--- src/rtl/core/ltd_pkg.sv ---
// Package for the LRU tag directory: request and response structs,
// request kind and status codes. No dependencies.
package ltd_pkg;

  localparam int unsigned KEY_W  = 32;
  localparam int unsigned SLOT_W = 5;

  // Request kinds
  localparam logic [1:0] KIND_PRIME_SONG = 2'd0;
  localparam logic [1:0] KIND_PRIME_KEY  = 2'd1;
  localparam logic [1:0] KIND_GET        = 2'd2;
  localparam logic [1:0] KIND_CLEAR      = 2'd3;

  // Response status codes
  localparam logic [2:0] ST_IGNORED  = 3'd0;
  localparam logic [2:0] ST_REFRESH  = 3'd1;
  localparam logic [2:0] ST_FILL     = 3'd2;
  localparam logic [2:0] ST_EVICT    = 3'd3;
  localparam logic [2:0] ST_GET_HIT  = 3'd4;
  localparam logic [2:0] ST_GET_MISS = 3'd5;
  localparam logic [2:0] ST_CLEARED  = 3'd6;

  typedef struct packed {
    logic [1:0]              kind;
    logic signed [KEY_W-1:0] lookup_key;
    logic                    art_ok;
  } ltd_req_t;

  typedef struct packed {
    logic [2:0]              status;
    logic                    hit;
    logic [SLOT_W-1:0]       slot_index;
    logic                    evicted_valid;
    logic signed [KEY_W-1:0] evicted_key;
  } ltd_rsp_t;

endpackage

--- src/rtl/core/lru_tag_directory.sv ---
// LRU tag directory top level: fully associative key directory with
// least-recently-used replacement, key/stamp store in a single-port RAM.
// Depends on ltd_pkg.
//
//  channel | ports                  | handshake
//  --------+------------------------+-------------------------------------
//  request | start, busy, in_req    | taken when start is high, busy low
//  result  | out_strobe, out_rsp    | valid for one cycle, cannot stall
//
// Prime and get requests read every key/stamp RAM entry in turn (one port,
// one entry a cycle), register the last read data, then write back in
// S_WRITE and raise the result strobe. Busy drops with the strobe, so the
// next request can be taken while the strobe is high.
// Invalidate and an ignored prime give their result the cycle after
// acceptance. Synchronous active-low reset clears valid and art marks and
// the use counter; key/stamp RAM contents are left as they are.
// The result side cannot stall; busy holds further requests off.

module lru_tag_directory
  import ltd_pkg::*;
#(
  parameter int unsigned SLOTS      = 32,
  parameter int unsigned STAMP_BITS = 64
) (
  input  logic     clk,
  input  logic     rst_n,
  input  logic     start,
  output logic     busy,
  input  ltd_req_t in_req,
  output logic     out_strobe,
  output ltd_rsp_t out_rsp
);

  localparam int unsigned IDX_W = (SLOTS > 1) ? $clog2(SLOTS) : 1;
  localparam int unsigned WORD_W = KEY_W + STAMP_BITS;
  localparam logic [IDX_W-1:0] LAST_IDX = IDX_W'(SLOTS - 1);

  typedef enum logic [2:0] {
    S_IDLE  = 3'b001,
    S_SCAN  = 3'b010,
    S_WRITE = 3'b100
  } state_t;

  state_t state_r, state_nxt;

  // Request held for the duration of the operation
  logic [1:0]       kind_r;
  logic [KEY_W-1:0] key_r;
  logic             art_in_r;

  // Per-entry marks in flops, key and stamp in RAM
  logic [SLOTS-1:0]      valid_r;
  logic [SLOTS-1:0]      art_r;
  logic [STAMP_BITS-1:0] cnt_r;
  logic [WORD_W-1:0]     mem [SLOTS];
  logic [WORD_W-1:0]     rd_data_r;

  // Scan control
  logic [IDX_W-1:0] iss_idx_r;
  logic             iss_done_r;
  logic             pv_r;
  logic [IDX_W-1:0] pidx_r;
  logic             rd_en;

  // Scan results
  logic                  found_r;
  logic [IDX_W-1:0]      match_idx_r;
  logic                  free_found_r;
  logic [IDX_W-1:0]      free_idx_r;
  logic [IDX_W-1:0]      min_idx_r;
  logic [STAMP_BITS-1:0] min_stamp_r;
  logic [KEY_W-1:0]      min_key_r;

  // Write-back decision
  logic                  mem_we;
  logic [IDX_W-1:0]      wr_idx;
  logic [STAMP_BITS-1:0] stamp_nxt;
  logic                  set_valid;
  logic                  bump;
  ltd_rsp_t              rsp_nxt;

  logic                  out_strobe_r;
  ltd_rsp_t              out_rsp_r;

  logic             accept;
  logic [KEY_W-1:0] rd_key;
  logic [STAMP_BITS-1:0] rd_stamp;
  logic             rd_valid;

  assign accept    = start && (state_r == S_IDLE);
  assign busy      = (state_r != S_IDLE);
  assign rd_en     = (state_r == S_SCAN) && !iss_done_r;
  assign rd_key    = rd_data_r[WORD_W-1:STAMP_BITS];
  assign rd_stamp  = rd_data_r[STAMP_BITS-1:0];
  assign rd_valid  = valid_r[pidx_r];
  assign stamp_nxt = cnt_r + STAMP_BITS'(1);

  // Next state
  always_comb begin
    state_nxt = state_r;
    case (state_r)
      S_IDLE: begin
        if (accept && in_req.kind != KIND_CLEAR &&
            !(in_req.kind == KIND_PRIME_SONG && in_req.lookup_key[KEY_W-1])) begin
          state_nxt = S_SCAN;
        end
      end
      S_SCAN: begin
        if (pv_r && pidx_r == LAST_IDX) begin
          state_nxt = S_WRITE;
        end
      end
      S_WRITE: state_nxt = S_IDLE;
      default: state_nxt = S_IDLE;
    endcase
  end

  // Decide the write-back and the response at the end of the scan
  always_comb begin
    mem_we    = 1'b0;
    wr_idx    = match_idx_r;
    set_valid = 1'b0;
    bump      = 1'b0;
    rsp_nxt   = '0;
    if (kind_r == KIND_GET) begin
      if (found_r && art_r[match_idx_r]) begin
        mem_we             = 1'b1;
        bump               = 1'b1;
        rsp_nxt.status     = ST_GET_HIT;
        rsp_nxt.hit        = 1'b1;
        rsp_nxt.slot_index = SLOT_W'(match_idx_r);
      end else begin
        rsp_nxt.status     = ST_GET_MISS;
      end
    end else if (found_r) begin
      mem_we             = 1'b1;
      bump               = 1'b1;
      rsp_nxt.status     = ST_REFRESH;
      rsp_nxt.slot_index = SLOT_W'(match_idx_r);
    end else begin
      mem_we    = 1'b1;
      bump      = 1'b1;
      set_valid = 1'b1;
      if (free_found_r) begin
        wr_idx         = free_idx_r;
        rsp_nxt.status = ST_FILL;
      end else begin
        wr_idx                = min_idx_r;
        rsp_nxt.status        = ST_EVICT;
        rsp_nxt.evicted_valid = 1'b1;
        rsp_nxt.evicted_key   = min_key_r;
      end
      rsp_nxt.slot_index = SLOT_W'(wr_idx);
    end
  end

  // Key/stamp RAM: one access a cycle, registered read data
  always_ff @(posedge clk) begin
    if (state_r == S_WRITE && mem_we) begin
      mem[wr_idx] <= {key_r, stamp_nxt};
    end else if (rd_en) begin
      rd_data_r <= mem[iss_idx_r];
    end
  end

  // Control state, marks and counter
  always_ff @(posedge clk) begin
    if (!rst_n) begin
      state_r      <= S_IDLE;
      valid_r      <= '0;
      art_r        <= '0;
      cnt_r        <= '0;
      iss_done_r   <= 1'b0;
      pv_r         <= 1'b0;
      out_strobe_r <= 1'b0;
    end else begin
      state_r      <= state_nxt;
      out_strobe_r <= 1'b0;
      pv_r         <= rd_en;
      if (accept) begin
        iss_done_r <= 1'b0;
        if (in_req.kind == KIND_CLEAR) begin
          valid_r      <= '0;
          art_r        <= '0;
          cnt_r        <= '0;
          out_strobe_r <= 1'b1;
        end else if (in_req.kind == KIND_PRIME_SONG && in_req.lookup_key[KEY_W-1]) begin
          out_strobe_r <= 1'b1;
        end
      end
      // Stop reading after the last entry
      if (rd_en && iss_idx_r == LAST_IDX) begin
        iss_done_r <= 1'b1;
      end
      if (state_r == S_WRITE) begin
        out_strobe_r <= 1'b1;
        if (bump) begin
          cnt_r <= stamp_nxt;
        end
        if (set_valid) begin
          valid_r[wr_idx] <= 1'b1;
          art_r[wr_idx]   <= art_in_r;
        end
      end
    end
  end

  // Datapath: request hold, scan tracking, response register
  always_ff @(posedge clk) begin
    if (accept) begin
      kind_r       <= in_req.kind;
      key_r        <= in_req.lookup_key;
      art_in_r     <= in_req.art_ok;
      found_r      <= 1'b0;
      free_found_r <= 1'b0;
      iss_idx_r    <= '0;
      out_rsp_r    <= '0;
      if (in_req.kind == KIND_CLEAR) begin
        out_rsp_r.status <= ST_CLEARED;
      end
    end
    if (rd_en && iss_idx_r != LAST_IDX) begin
      iss_idx_r <= iss_idx_r + IDX_W'(1);
    end
    pidx_r <= iss_idx_r;
    // Track first match, first free slot and oldest valid entry
    if (pv_r) begin
      if (rd_valid && rd_key == key_r && !found_r) begin
        found_r     <= 1'b1;
        match_idx_r <= pidx_r;
      end
      if (!rd_valid && !free_found_r) begin
        free_found_r <= 1'b1;
        free_idx_r   <= pidx_r;
      end
      if (rd_valid && (pidx_r == '0 || rd_stamp < min_stamp_r)) begin
        min_idx_r   <= pidx_r;
        min_stamp_r <= rd_stamp;
        min_key_r   <= rd_key;
      end
    end
    if (state_r == S_WRITE) begin
      out_rsp_r <= rsp_nxt;
    end
  end

  assign out_strobe = out_strobe_r;
  assign out_rsp    = out_rsp_r;

  // End of scan always produces a result next cycle
  a_write_result: assert property (@(posedge clk) disable iff (!rst_n)
    state_r == S_WRITE |=> out_strobe)
    else $error("write-back without result strobe");

  // Invalidate answers with the cleared status and a zero use counter
  a_clear_result: assert property (@(posedge clk) disable iff (!rst_n)
    accept && in_req.kind == KIND_CLEAR |=>
      out_strobe && out_rsp.status == ST_CLEARED && cnt_r == '0)
    else $error("invalidate did not report cleared");

  // A hit is only reported with the get-hit status
  a_hit_status: assert property (@(posedge clk) disable iff (!rst_n)
    out_strobe && out_rsp.hit |-> out_rsp.status == ST_GET_HIT)
    else $error("hit flag with wrong status");

  // An eviction happens only when no slot was free
  a_evict_full: assert property (@(posedge clk) disable iff (!rst_n)
    state_r == S_WRITE && set_valid && !free_found_r |-> valid_r == '1)
    else $error("eviction while a slot was free");

endmodule

--- config.mk ---
export PLATFORM = sky130hd
export DESIGN_NAME = lru_tag_directory
export DESIGN_NICKNAME = d
export VERILOG_FILES = /design/src/rtl/core/ltd_pkg.sv /design/src/rtl/core/lru_tag_directory.sv
export SDC_FILE = /design/constraint.sdc
export NUM_CORES = 2
export LEC_CHECK = 0
export BUFFER_PORTS_ARGS = -buffer_cell sky130_fd_sc_hd__buf_2
export CORE_AREA = 2 2 673 675
export CTS_BUF_LIST = sky130_fd_sc_hd__clkbuf_4 sky130_fd_sc_hd__clkbuf_8
export CTS_CLUSTER_DIAMETER = 30
export CTS_CLUSTER_SIZE = 30
export DETAILED_ROUTE_END_ITERATION = 10
export DIE_AREA = 0 0 675 677
export GPL_TIMING_DRIVEN = 0
export PLACE_DENSITY = 0.44
export SLEW_MARGIN = 15
export SYNTH_ARGS = -nofsm -noshare
export SYNTH_HDL_FRONTEND = slang
export SYNTH_SLANG_ARGS = --single-unit
--- constraint.sdc ---
create_clock -name clk -period 13.4 [get_ports clk]
set_clock_uncertainty 0.1 [all_clocks]
set_input_delay 0 -clock clk [delete_from_list [all_inputs] [get_ports clk]]
set_output_delay 0 -clock clk [all_outputs]
set_load 0.01 [all_outputs]
==> out/results.txt <==
post-synthesis register bit count: 3,502
Post-Place Cell Area: 150,300 sq um
number of global-route vias before repair: 71,980
mux cell area share after synthesis: 17.43%
Synth Area in Simple Gates: 1.983%
r2r startpoint: match_idx_r[1]
Rel. slew slack: 18.02%
area grow syn2layout: 25.85%
commonest non-fill, non-tap cells in the layout: edfxtp_1 (3,361), mux4_2 (975), clkbuf_8 (771), buf_12 (183), dfxtp_1 (141)
post-route cell area: 169,100 sq um
Synth Area in Compound Gates: 1.035%
clk sink count: 3,502
final worst-path cycle share: 40.76%
peak supply drop: 0.09109 mV
worst-path fanout max: 13
Setup Viol. Count Final: 0
Slew Limit Fails: 0
Die ar.: 457,000 sq um
internal power: 20,210 uW
Async SR Flop Fraction: 0%
Worst setup EP type: flop
Setup crit start kind: flop
Final min period: 5.462 ns
final estimated routing congestion in global placement: 0.7515
Longest Clk Path Bufs: 4
HP Class: flop to flop
Worst-Skew Late Latency: 1.26 ns
status: complete, no violations
layout cells sized above 1: 39.13%
DRC: 0
DP Cell Count: 12,330
Psw: 5960 uW
HPWL Detailed: 286.0 mm
post-synthesis xor/xnor area fraction: 0.6258%
Slew @ Worst Pin: 1.230 ns
sequential share of the synthesized area: 77.22%
Switching Fraction: 22.77%
Worst EP arrival: 6.29 ns
Yosys cell types: 57
CTS buffer count: 762
total gr overflow: 0
leak pwr: 0.05715 uW
Critical path origin: match_idx_r[1]
synthesis warning total: 0
Vias/cell: 4.969
Overall Power: 26,170 uW
CTS root buf: clkbuf_8
Post-Layout Cell Count: 13,880
combinational family with the most area after synthesis: multiplexers
Post-Synthesis Cells: 5,916
Net Count, Synth: 6,020
largest net degree at the start of global routing: 35
Pwr Density: 154.8 nW/um^2
top_reg_cell synth: edfxtp_1
Worst-path clk slew: 0.06 ns
core box area: 450,600 sq um
post-route ant nets: 0
Syn Area/Cell: 22.71 sq um
Port Buffer Count: 81
clock network fraction of total power: 50.3%
Total Wirelength: 423.9 mm
RSZ-0062 raised after global routing: no
Die Y-Extent: 677 um
DR vias: 68,990
initial antenna violation count: 39
CP Class: flop to flop
CTS tree: yes
Die X: 675 um
Min-Delay Startpoint: iss_idx_r[2]
first-pass GRT wire length: 579.7 mm
# nets final: 7,341
crit path cell chain: buf_4, buf_8, mux2i_1, mux4_2, a22o_1, o31a_1, buf_6, nor2_1, nand2_1, nor2_4, buf_16, buf_12, buf_12, buf_12, buf_16
f_max: 183.1 MHz
number of primary I/O pins: 82
WL/cell: 30.53 um
row count: 247
initial core utilization: 29.82%
post-synthesis cell area: 134,400 sq um
max_cap viols: 0
H-tree depth: 6
gr usage total: 18.26%
total negative setup slack: 0 ns
post-synthesis adder-cell area fraction: 0.6147%
Post-synth EDFFs: 3,361
DRT Pass-1 Iters: 5
sequential power share: 45.8%
drt initial violations: 7,217
Crit path top cell by count: buf_12
CTS resizes: 0
Slowest cell on crit path: nor2_4
Required @ worst endpoint: 14.23 ns
hold_ws: 0.2645 ns
Fin. Hold Viols: 0
Logic pwr share: 3.9%
max incr delay on CP: 0.63 ns
most common cell after layout, fill and taps aside: edfxtp_1
per-layer routing:
layer  vias to the layer above  global-route usage [%]  routed length (um)
met5                         -                       0                  46
met4                         6                   4.681                9659
met3                       613                   2.884               25180
met2                      2475                   29.60              204000
met1                     37930                   25.65              185000
li1                      27970                       -                   -
critical path: cells and delay by family (launching register included):
| family | cells | cell delay, ns |
|---|---|---|
| compound gates | 2 | 0.77 |
| flops | 1 | 0.35 |
| mux | 2 | 0.64 |
| simple gates | 3 | 1.59 |
| buf+inv | 8 | 1.62 |
stage by stage:
| stage | util, % | worst slack, ns |
|---|---|---|
| floorplan | - | 3.759 |
| global placement | 31.57 | -10.46 |
| detailed placement | 33.36 | 7.971 |
| CTS | 37.47 | 7.959 |
| global route | 37.52 | 7.824 |
| finish | 37.52 | 7.938 |
power groups by stage:
stage | Clock [uW] | Sequential (uW) | Combinational, uW
floorplan | 0 | 12200 | 560
global placement | 0 | 12200 | 968
detailed placement | 0 | 12200 | 1000
CTS | 13400 | 12000 | 1030
global route | 13900 | 12000 | 1080
finish | 13200 | 12000 | 1030
timing repair:
item	4_1_cts	5_1_grt
hold endpoints to repair	181	0
setup buffers	0	0
hold buffers	109	0
flip-flops by register name, indices dropped and copies added (netlist names), 2 cells and up:
name         flops
mem           3072
rd_data_r       96
cnt_r           64
min_stamp_r     64
out_rsp         42
art_r           32
key_r           32
min_key_r       32
valid_r         32
free_idx_r       5
iss_idx_r        5
match_idx_r      5
min_idx_r        5
pidx_r           5
state_r          3
kind_r           2
Yosys cell counts, types with 22 or more instances:
| library cell | number | area, sq um |
|---|---|---|
| a21o_1 | 23 | 172.7 |
| a21oi_1 | 99 | 495.5 |
| and2_1 | 56 | 350.3 |
| and3_1 | 22 | 137.6 |
| buf_1 | 68 | 255.2 |
| clkbuf_1 | 206 | 773.2 |
| dfxtp_1 | 141 | 2823 |
| edfxtp_1 | 3361 | 100900 |
| ha_1 | 66 | 825.8 |
| inv_1 | 76 | 285.3 |
| mux2_2 | 98 | 1104 |
| mux2i_1 | 36 | 360.4 |
| mux4_2 | 975 | 21960 |
| nand2_1 | 130 | 488.0 |
| nand3_1 | 116 | 580.6 |
| nand4_1 | 28 | 175.2 |
| nor2_1 | 112 | 420.4 |
| o21ai_0 | 60 | 300.3 |
| xnor2_1 | 52 | 455.4 |
| xor2_1 | 44 | 385.4 |
layout make-up:
class,instances,area [sq um]
well taps,5976,7477
diodes,13,32.53
clock buffers,869,11350
fillers,41010,281500
plain buffers,292,1331
clock inverters,552,6076
repair buffers,557,8741
multi-input cells,2046,30030
inverters,76,287.8
flip-flops and latches,3502,103800
kinds of logic after synthesis:
logic type	count (synthesis)
buffers and inverters	368
muxes	1109
DFF	3502
adders and majority gates	66
xor gates and xnor gates	96
AOI/OAI and AO/OA	235
and+or+nand+nor	540
final timing paths:
kind / end / slack [ns] / cells after the start
min: pidx_r[2] / 0.26 / 0
min reg2reg: pidx_r[2] / 0.26 / 0
max: mem[15][73] / 7.94 / 15
max reg2reg: mem[15][73] / 7.94 / 15
No activity file was read; power rests on OpenSTA's default activity.
